### config.mk
export PLATFORM = sky130hd
export DESIGN_NAME = i2c_slave_byte_engine_top
export DESIGN_NICKNAME = d
export VERILOG_FILES = /design/src/ise_pkg.sv /design/src/ise_store.sv /design/src/ise_seq.sv /design/src/i2c_slave_byte_engine_top.sv
export SDC_FILE = /design/constraint.sdc
export NUM_CORES = 1
export LEC_CHECK = 0
export ABC_AREA = 1
export BUFFER_PORTS_ARGS = -buffer_cell sky130_fd_sc_hd__clkbuf_2
export CAP_MARGIN = 40
export CORE_MARGIN = 10
export CORE_UTILIZATION = 61
export DETAILED_ROUTE_END_ITERATION = 8
export PLACE_DENSITY = 0.79
export SYNTH_ARGS = -nofsm -noshare
export SYNTH_HDL_FRONTEND = slang
export SYNTH_SLANG_ARGS = --single-unit
### constraint.sdc
create_clock -name aclk -period 2.8 [get_ports aclk]
set_input_delay 0.56 -clock aclk [delete_from_list [all_inputs] [get_ports aclk]]
set_output_delay 0.56 -clock aclk [all_outputs]
set_load 0.05 [all_outputs]
### src/ise_pkg.sv
// Shared types and constants of the I2C slave byte engine.
// No dependencies; imported by every module of the block.
`default_nettype none

package ise_pkg;

    localparam int RX_DEPTH_DEF = 16;
    localparam int TX_DEPTH_DEF = 16;

    localparam int MODE_W   = 3;
    localparam int ADDR7_W  = 7;
    localparam int COUNT_W  = 5;

    // Event codes carried in the mode field.
    localparam logic [MODE_W-1:0] MODE_START    = 3'd0;
    localparam logic [MODE_W-1:0] MODE_OVERFLOW = 3'd1;
    localparam logic [MODE_W-1:0] MODE_TX_WRITE = 3'd2;
    localparam logic [MODE_W-1:0] MODE_RX_READ  = 3'd3;
    localparam logic [MODE_W-1:0] MODE_CLEAR    = 3'd4;

    typedef struct packed {
        logic [MODE_W-1:0] mode;
        logic [7:0]        shifted_byte;
        logic [3:0]        host_index;
        logic [7:0]        host_value;
    } item_t;

    typedef struct packed {
        logic               sda_drive;
        logic [7:0]         load_byte;
        logic               shift_one_bit;
        logic               listening;
        logic [7:0]         read_data;
        logic               new_frame;
        logic               new_byte;
        logic [COUNT_W-1:0] received_count;
    } result_t;

endpackage

`default_nettype wire

### src/ise_store.sv
// Byte store: one-write, one-read synchronous memory with registered read data.
// Per-entry valid bits make unwritten entries read as zero after reset. Uses ise_pkg.
`default_nettype none

module ise_store
    import ise_pkg::*;
#(
    parameter int   DEPTH = RX_DEPTH_DEF,
    parameter int   WIDTH = 8,
    localparam int  AW    = (DEPTH > 1) ? $clog2(DEPTH) : 1
) (
    input  wire logic             aclk,
    input  wire logic             aresetn,
    input  wire logic             wr_en,
    input  wire logic [AW-1:0]    wr_addr,
    input  wire logic [WIDTH-1:0] wr_data,
    input  wire logic             rd_en,
    input  wire logic [AW-1:0]    rd_addr,
    output logic      [WIDTH-1:0] rd_data
);

    logic [WIDTH-1:0] mem [DEPTH];
    logic [DEPTH-1:0] valid_reg;
    logic [WIDTH-1:0] rd_data_reg;
    logic             rd_valid_reg;

    always_ff @(posedge aclk) begin
        if (!aresetn) begin
            valid_reg <= '0;
        end else if (wr_en) begin
            valid_reg[wr_addr] <= 1'b1;
        end
    end

    always_ff @(posedge aclk) begin
        if (wr_en) begin
            mem[wr_addr] <= wr_data;
        end
        if (rd_en) begin
            rd_data_reg  <= mem[rd_addr];
            rd_valid_reg <= valid_reg[rd_addr];
        end
    end

    assign rd_data = rd_valid_reg ? rd_data_reg : '0;

endmodule

`default_nettype wire

### src/ise_seq.sv
// Transfer sequencer: phase, positions, flags and the result register.
// Reads the stores when an item is taken and updates state in the following cycle. Uses ise_pkg.
`default_nettype none

module ise_seq
    import ise_pkg::*;
#(
    parameter int   RX_DEPTH = RX_DEPTH_DEF,
    parameter int   TX_DEPTH = TX_DEPTH_DEF,
    localparam int  RAW      = (RX_DEPTH > 1) ? $clog2(RX_DEPTH) : 1,
    localparam int  TAW      = (TX_DEPTH > 1) ? $clog2(TX_DEPTH) : 1,
    localparam int  RPW      = $clog2(RX_DEPTH + 1),
    localparam int  TPW      = $clog2(TX_DEPTH + 1)
) (
    input  wire logic               aclk,
    input  wire logic               aresetn,
    input  wire logic               cfg_wr_en,
    input  wire logic [ADDR7_W-1:0] cfg_wr_data,
    input  wire logic               in_valid,
    output logic                    in_ready,
    input  wire item_t              in_item,
    output logic                    out_valid,
    input  wire logic               out_ready,
    output result_t                 out_result,
    output logic                    tx_rd_en,
    output logic [TAW-1:0]          tx_rd_addr,
    input  wire logic [7:0]         tx_rd_data,
    output logic                    tx_wr_en,
    output logic [TAW-1:0]          tx_wr_addr,
    output logic [7:0]              tx_wr_data,
    output logic                    rx_rd_en,
    output logic [RAW-1:0]          rx_rd_addr,
    input  wire logic [7:0]         rx_rd_data,
    output logic                    rx_wr_en,
    output logic [RAW-1:0]          rx_wr_addr,
    output logic [7:0]              rx_wr_data
);

    localparam logic [2:0] PH_IDLE        = 3'd0;
    localparam logic [2:0] PH_ADDR        = 3'd1;
    localparam logic [2:0] PH_SEND        = 3'd2;
    localparam logic [2:0] PH_WAIT_REPLY  = 3'd3;
    localparam logic [2:0] PH_CHECK_REPLY = 3'd4;
    localparam logic [2:0] PH_REQ_DATA    = 3'd5;
    localparam logic [2:0] PH_GET_DATA    = 3'd6;

    logic               exec_reg;
    item_t              item_reg;
    logic [2:0]         phase_reg, phase_next;
    logic [TPW-1:0]     tx_pos_reg, tx_pos_next;
    logic [RPW-1:0]     rx_pos_reg, rx_pos_next;
    logic               frame_reg, frame_next;
    logic               byte_reg, byte_next;
    logic [ADDR7_W-1:0] own_addr_reg;
    logic               out_valid_reg;
    result_t            result_reg, result_next;
    logic               accept;
    logic               tx_more;
    logic               rx_room;
    logic               host_tx_ok;
    logic               host_rx_ok;

    assign in_ready = !exec_reg && (!out_valid_reg || out_ready);
    assign accept   = in_valid && in_ready;

    assign tx_more    = 32'(tx_pos_reg) < TX_DEPTH;
    assign rx_room    = 32'(rx_pos_reg) < RX_DEPTH;
    assign host_tx_ok = 32'(item_reg.host_index) < TX_DEPTH;
    assign host_rx_ok = 32'(item_reg.host_index) < RX_DEPTH;

    // The stores are read when the item is taken; the data is ready in the execute cycle.
    assign tx_rd_en   = accept && tx_more;
    assign tx_rd_addr = TAW'(tx_pos_reg);
    assign rx_rd_en   = accept && (32'(in_item.host_index) < RX_DEPTH);
    assign rx_rd_addr = RAW'(in_item.host_index);

    assign tx_wr_addr = TAW'(item_reg.host_index);
    assign tx_wr_data = item_reg.host_value;
    assign rx_wr_addr = RAW'(rx_pos_reg);
    assign rx_wr_data = item_reg.shifted_byte;

    always_comb begin
        phase_next  = phase_reg;
        tx_pos_next = tx_pos_reg;
        rx_pos_next = rx_pos_reg;
        frame_next  = frame_reg;
        byte_next   = byte_reg;
        tx_wr_en    = 1'b0;
        rx_wr_en    = 1'b0;
        result_next = '0;
        result_next.listening = (phase_reg != PH_IDLE);

        case (item_reg.mode)
            MODE_START: begin
                phase_next = PH_ADDR;
                result_next.listening = 1'b1;
            end
            MODE_OVERFLOW: begin
                case (phase_reg)
                    PH_IDLE: begin
                    end
                    PH_ADDR: begin
                        if (item_reg.shifted_byte[7:1] == own_addr_reg) begin
                            if (item_reg.shifted_byte[0]) begin
                                phase_next  = PH_SEND;
                                tx_pos_next = '0;
                            end else begin
                                phase_next  = PH_REQ_DATA;
                                rx_pos_next = '0;
                            end
                            result_next.sda_drive     = 1'b1;
                            result_next.shift_one_bit = 1'b1;
                            result_next.listening     = 1'b1;
                        end else begin
                            phase_next = PH_IDLE;
                            result_next.listening = 1'b0;
                        end
                    end
                    PH_SEND, PH_CHECK_REPLY: begin
                        // A nonzero acknowledge bit is a NACK and ends the read transfer.
                        if ((phase_reg == PH_CHECK_REPLY && item_reg.shifted_byte != 8'd0)
                                || !tx_more) begin
                            phase_next = PH_IDLE;
                            result_next.listening = 1'b0;
                        end else begin
                            phase_next  = PH_WAIT_REPLY;
                            tx_pos_next = tx_pos_reg + 1'b1;
                            result_next.sda_drive = 1'b1;
                            result_next.load_byte = tx_rd_data;
                            result_next.listening = 1'b1;
                        end
                    end
                    PH_WAIT_REPLY: begin
                        phase_next = PH_CHECK_REPLY;
                        result_next.shift_one_bit = 1'b1;
                        result_next.listening     = 1'b1;
                    end
                    PH_REQ_DATA: begin
                        phase_next = PH_GET_DATA;
                        result_next.listening = 1'b1;
                    end
                    PH_GET_DATA: begin
                        // Bytes past the end of the receive store are acknowledged and dropped.
                        if (rx_room) begin
                            rx_wr_en    = exec_reg;
                            rx_pos_next = rx_pos_reg + 1'b1;
                            byte_next   = 1'b1;
                            if (rx_pos_reg == '0) begin
                                frame_next = 1'b1;
                            end
                        end
                        phase_next = PH_REQ_DATA;
                        result_next.sda_drive     = 1'b1;
                        result_next.shift_one_bit = 1'b1;
                        result_next.listening     = 1'b1;
                    end
                    default: begin
                        phase_next = PH_IDLE;
                        result_next.listening = 1'b0;
                    end
                endcase
            end
            MODE_TX_WRITE: begin
                tx_wr_en = exec_reg && host_tx_ok;
            end
            MODE_RX_READ: begin
                if (host_rx_ok) begin
                    result_next.read_data = rx_rd_data;
                end
            end
            MODE_CLEAR: begin
                frame_next = 1'b0;
                byte_next  = 1'b0;
            end
            default: begin
            end
        endcase

        result_next.new_frame      = frame_next;
        result_next.new_byte       = byte_next;
        result_next.received_count = COUNT_W'(rx_pos_next);
    end

    always_ff @(posedge aclk) begin
        if (!aresetn) begin
            exec_reg      <= 1'b0;
            phase_reg     <= PH_IDLE;
            tx_pos_reg    <= '0;
            rx_pos_reg    <= '0;
            frame_reg     <= 1'b0;
            byte_reg      <= 1'b0;
            own_addr_reg  <= '0;
            out_valid_reg <= 1'b0;
        end else begin
            exec_reg <= accept;
            if (cfg_wr_en) begin
                own_addr_reg <= cfg_wr_data;
            end
            if (exec_reg) begin
                phase_reg     <= phase_next;
                tx_pos_reg    <= tx_pos_next;
                rx_pos_reg    <= rx_pos_next;
                frame_reg     <= frame_next;
                byte_reg      <= byte_next;
                out_valid_reg <= 1'b1;
            end else if (out_ready) begin
                out_valid_reg <= 1'b0;
            end
        end
    end

    always_ff @(posedge aclk) begin
        if (accept) begin
            item_reg <= in_item;
        end
        if (exec_reg) begin
            result_reg <= result_next;
        end
    end

    assign out_valid  = out_valid_reg;
    assign out_result = result_reg;

endmodule

`default_nettype wire

### src/i2c_slave_byte_engine_top.sv
// I2C slave byte engine, top level: stream ports, sequencer and the two byte stores.
// An input transfer is taken when s_tvalid and s_tready are both high; every input
// transfer gives exactly one result transfer. The transmit and receive stores are
// synchronous memories with registered read data, read when the item is taken; the
// sequencer applies the item in the following cycle and loads the result register.
// No new item is taken during that update cycle, so a store access never overlaps a
// write to the same entry; nor is one taken while a stalled result waits. Stores read
// as zero until written; no clearing pass runs after reset. own_address must be
// written by the user through cfg_wr_en and cfg_wr_data only while no transfer is
// in flight; the block itself does not enforce this. Depends on ise_pkg.
`default_nettype none

module i2c_slave_byte_engine_top
    import ise_pkg::*;
#(
    parameter int RX_DEPTH = RX_DEPTH_DEF,
    parameter int TX_DEPTH = TX_DEPTH_DEF
) (
    input  wire logic               aclk,
    input  wire logic               aresetn,
    input  wire logic               cfg_wr_en,
    input  wire logic [ADDR7_W-1:0] cfg_wr_data,  // own_address
    input  wire logic               s_tvalid,
    output logic                    s_tready,
    input  wire logic [23:0]        s_tdata,      // shifted_byte, host_index, host_value, pad
    input  wire logic [2:0]         s_tuser,      // mode
    output logic                    m_tvalid,
    input  wire logic               m_tready,
    // sda_drive, load_byte, shift_one_bit, listening, read_data, new_frame,
    // new_byte, received_count, pad
    output logic [31:0]             m_tdata
);

    localparam int RAW = (RX_DEPTH > 1) ? $clog2(RX_DEPTH) : 1;
    localparam int TAW = (TX_DEPTH > 1) ? $clog2(TX_DEPTH) : 1;

    item_t          in_item;
    result_t        res;
    logic           tx_rd_en, tx_wr_en, rx_rd_en, rx_wr_en;
    logic [TAW-1:0] tx_rd_addr, tx_wr_addr;
    logic [RAW-1:0] rx_rd_addr, rx_wr_addr;
    logic [7:0]     tx_rd_data, tx_wr_data, rx_rd_data, rx_wr_data;

    assign in_item.mode         = s_tuser;
    assign in_item.shifted_byte = s_tdata[7:0];
    assign in_item.host_index   = s_tdata[11:8];
    assign in_item.host_value   = s_tdata[19:12];

    assign m_tdata = {6'd0, res.received_count, res.new_byte, res.new_frame,
                      res.read_data, res.listening, res.shift_one_bit,
                      res.load_byte, res.sda_drive};

    ise_seq #(
        .RX_DEPTH (RX_DEPTH),
        .TX_DEPTH (TX_DEPTH)
    ) u_seq (
        .aclk        (aclk),
        .aresetn     (aresetn),
        .cfg_wr_en   (cfg_wr_en),
        .cfg_wr_data (cfg_wr_data),
        .in_valid    (s_tvalid),
        .in_ready    (s_tready),
        .in_item     (in_item),
        .out_valid   (m_tvalid),
        .out_ready   (m_tready),
        .out_result  (res),
        .tx_rd_en    (tx_rd_en),
        .tx_rd_addr  (tx_rd_addr),
        .tx_rd_data  (tx_rd_data),
        .tx_wr_en    (tx_wr_en),
        .tx_wr_addr  (tx_wr_addr),
        .tx_wr_data  (tx_wr_data),
        .rx_rd_en    (rx_rd_en),
        .rx_rd_addr  (rx_rd_addr),
        .rx_rd_data  (rx_rd_data),
        .rx_wr_en    (rx_wr_en),
        .rx_wr_addr  (rx_wr_addr),
        .rx_wr_data  (rx_wr_data)
    );

    ise_store #(
        .DEPTH (TX_DEPTH),
        .WIDTH (8)
    ) u_tx_store (
        .aclk    (aclk),
        .aresetn (aresetn),
        .wr_en   (tx_wr_en),
        .wr_addr (tx_wr_addr),
        .wr_data (tx_wr_data),
        .rd_en   (tx_rd_en),
        .rd_addr (tx_rd_addr),
        .rd_data (tx_rd_data)
    );

    ise_store #(
        .DEPTH (RX_DEPTH),
        .WIDTH (8)
    ) u_rx_store (
        .aclk    (aclk),
        .aresetn (aresetn),
        .wr_en   (rx_wr_en),
        .wr_addr (rx_wr_addr),
        .wr_data (rx_wr_data),
        .rd_en   (rx_rd_en),
        .rd_addr (rx_rd_addr),
        .rd_data (rx_rd_data)
    );

endmodule

`default_nettype wire

==> impl.org <==
** STA
- At the pin with the least slew margin, the transition time is 857 ps.
- Shortest period the worst path allows :: 2300 ps
- Summed over all failing endpoints, the final setup total negative slack is 0 ps.
- Slew headroom :: 42.8%
- Final Slew Violations :: 0
- Setup repair after global routing left no endpoint under its margin.
- Maximum clock frequency :: 435 MHz
- Clock tree skew after final layout :: 19.5 ps
- Final setup margin :: 502 ps
- Final Setup Violations :: 0
- Dividing the final minimum period by the clock period gives 82.1%.
- The total count of hold-check failures in the final report is 0.

** Synthesis
- Synthesis-stage register bit count :: 379
- Yosys printed 0 warnings.
- Sequential area share after synthesis :: 70.7%
- A synthesized cell averages 12.2 µm².
- The synthesized netlist occupies a cell area of 15300 µm².
- Counting flops with a built-in enable in the synthesized netlist gives 323.
- In the synthesized netlist, the number of instances is 1257.
- Count of distinct cell types in the synthesized netlist :: 41
- Of all flip-flops after synthesis, the portion carrying an async set or reset was 0%.
- In the synthesized netlist the dominant register cell turns out to be edfxtp_1.

** Global routing
- Global Route Usage Sum :: 20.9%
- The number of antenna violations at the first check in global routing was 0.
- Largest net degree at the start of global routing :: 77
- Summed over all layers, the global routing overflow is 0.
- The number of global-route vias before repair came to 9587.
- The first global-routing pass estimated 51900 µm of wire.

** Critical path
- Depth of the worst register-to-register path :: 7
- The setup check on the worst reg-to-reg path leaves a slack of 500 ps.
- Worst flop-to-flop path endpoint :: u_rx_store.mem[7][0]
- In this run the worst path has a maximum fanout of 9.
- The setup path with the least slack is of type reg2reg.
- The worst register-to-register path begins at u_seq.item_reg[22].
- Crit end category :: flip-flop
- Data arrives at the worst endpoint at 2440 ps.
- CP Launch Type :: flip-flop
- Required time at the worst-slack endpoint :: 2950 ps

** Placement
- Post-Place Setup Slack :: 492 ps
- Buffers placed on the I/O ports in this run total 62.
- Placed insts :: 1621
- Last weighted congestion value of the routability-driven placer :: 0.871
- Summed over all nets, the half-perimeter wirelength after detailed placement is 20600 µm.

** Die
- For this configuration, the core starts out at a cell density of 62.4%.
- Row Count :: 57
- During I/O placement, the number of pins put on the boundary was 73.
- The die is 178 µm wide.
- Height of the die :: 178 µm
- The die covers 31800 µm².
- The floorplan step defined a core boundary enclosing 24500 µm².

** Routing
- Antenna viol nets, final :: 0
- The routed layout has 9760 vias.
- First-iteration detailed-routing DRC count :: 1059
- The first TritonRoute pass finished after 6 iterations.
- Dividing the detail-routed wire length by the instance count gives 19.5 µm.
- In the routed design, unresolved DRC markers number 0.
- Using the TritonRoute via totals, the vias-per-cell ratio works out to 5.78.
- Routed WL :: 33000 µm

** Clock tree
- The H-tree was split into 2 levels.
- Clock-pin slew was measured on the worst setup and hold paths at 60 ps.
- Worst-Skew Late Latency :: 520 ps
- Clock sinks :: 379
- No sink is reached through more buffers than the 3 on the longest clock path.
- After clock tree synthesis, the flow added hold-fix buffers numbering 0.
- In this run the post-CTS setup repair buffer count came out at 0.
- TritonCTS clock tree :: done
- Count of cells resized by post-cts repair :: 0
- Number of buffers created by CTS :: 38
- The tree is rooted in a clkbuf_16.

** Worst hold path
- Worst Hold Path EP :: u_seq.tx_wr_data[3]
- Cell depth of the worst min-delay path :: 1
- The path class of the tightest hold or removal check is in2reg.
- Worst hold start :: s_tdata[15]

** Run status
- The run finished with clean final reports.

** Layout
- The area growth from synthesis to layout is 13.0%.
- Final std cells w/o fill :: 1690
- In the final design database the tool counted 1381 nets.
- Most frequent standard cell in the layout excluding fill and tap cells :: edfxtp_1
- Of the cells placed in the final design, the portion with a size suffix greater than 1 is 14.3%.
- The repair_antennas step left the layout with diodes totalling 0.
- Top library cells by usage in the layout, fill and taps aside :: edfxtp_1 (323), nor2_1 (180), o21ai_0 (131)

** Job
- Max-cap violations :: 0

** Power and ir drop
- The worst-case IR drop observed on VDD is 546 µV.
- For this design the ratio of total power to cell area is 670 nW/µm².
- Summed over all cells, the static leakage comes to 0.00639 µW.
## worst max-delay path, cell delays in order (launching register included)
cell	delay, ps
edfxtp_1	460
nor3_4	420
inv_4	120
nor2_8	190
nand2_4	100
inv_4	90
nand2_2	110
nor2_2	440
## per-stage QoR
stage	total power (µW)	cell area [µm²]	hold WS, ps	utilization (%)
after floorplan	6720	15300	435	-
after global placement	6880	16100	441	65.6
after detailed placement	6900	16100	448	65.6
after CTS	11600	17300	198	70.5
after global routing	11900	17300	196	70.5
final	11600	17300	215	70.5
## worst max path at each step
stage                        start                         to  slack (ps)
6_report        u_seq.item_reg[22]       u_rx_store.mem[7][0]         500
5_1_grt        u_seq.rx_wr_data[2]        u_seq.tx_pos_reg[0]         300
4_1_cts         u_seq.item_reg[22]       u_rx_store.mem[7][0]         490
3_5_place_dp            s_tdata[8]  u_rx_store.rd_data_reg[3]         490
3_3_place_gp    u_seq.item_reg[22]       u_rx_store.mem[7][5]         540
2_1_floorplan       u_seq.exec_reg  u_rx_store.rd_data_reg[0]         150
## cell families (layout without fill, tap and decap cells)
group,after synthesis,in the layout,synth area share [%]
AO/OA/AOI/OAI,291,291,11.1
multiplexers,36,36,2.35
buffers and inverters,174,278,4.51
flip-flops,379,379,70.7
adder cells (fa/ha/maj),5,5,0.409
AND/OR/NAND/NOR,362,362,10.3
XOR/XNOR,9,9,0.515
other,1,6,0.0245
## report_power, final
group	internal (µW)	switching, µW	total [µW]
Combinational	133	330	463
Sequential	6210	105	6320
Clock	2820	1990	4810
Total	9170	2420	11600
## synth_stat cells (2+ instances only)
cell	n	share of area, %
o21ai_0	131	4.3
xor2_1	4	0.23
inv_4	2	0.082
a21oi_1	55	1.8
buf_4	6	0.29
nor3_4	2	0.21
clkinv_1	4	0.098
o22ai_1	22	0.90
nor2_4	2	0.15
edfxtp_1	323	63
inv_2	9	0.22
ha_1	5	0.41
o221ai_1	16	0.92
nand3_1	40	1.3
o21ai_1	5	0.16
nand2_1	102	2.5
a31oi_1	3	0.12
o211ai_1	38	1.9
nor2_1	180	4.4
clkbuf_1	48	1.2
nand2_2	2	0.082
nor2_2	17	0.69
nand2_4	3	0.22
nand4_1	6	0.25
nor2_8	2	0.26
dfxtp_1	56	7.3
o21a_1	16	0.78
inv_1	96	2.4
buf_2	8	0.26
xnor2_1	5	0.29
nor3_1	4	0.13
mux2i_1	36	2.4
## metal layers
layer / share of wire (%) / GRT usage (%) / up-vias
met5: 0 / 0 / -
met4: 2.7 / 6.85 / 0
met3: 6.1 / 3.23 / 58
met2: 53 / 36.9 / 367
met1: 38 / 25.7 / 4714
li1: - / - / 4621
## final cells by class
cell class | count | area (µm²)
clock buffer | 51 | 1050
clock inverter | 18 | 144
fill | 1656 | 7240
inverter | 111 | 422
multi-input combinational | 709 | 3810
sequential | 379 | 10800
tap | 324 | 405
timing repair buffer | 98 | 633
No activity file was read; power rests on OpenSTA's default activity.
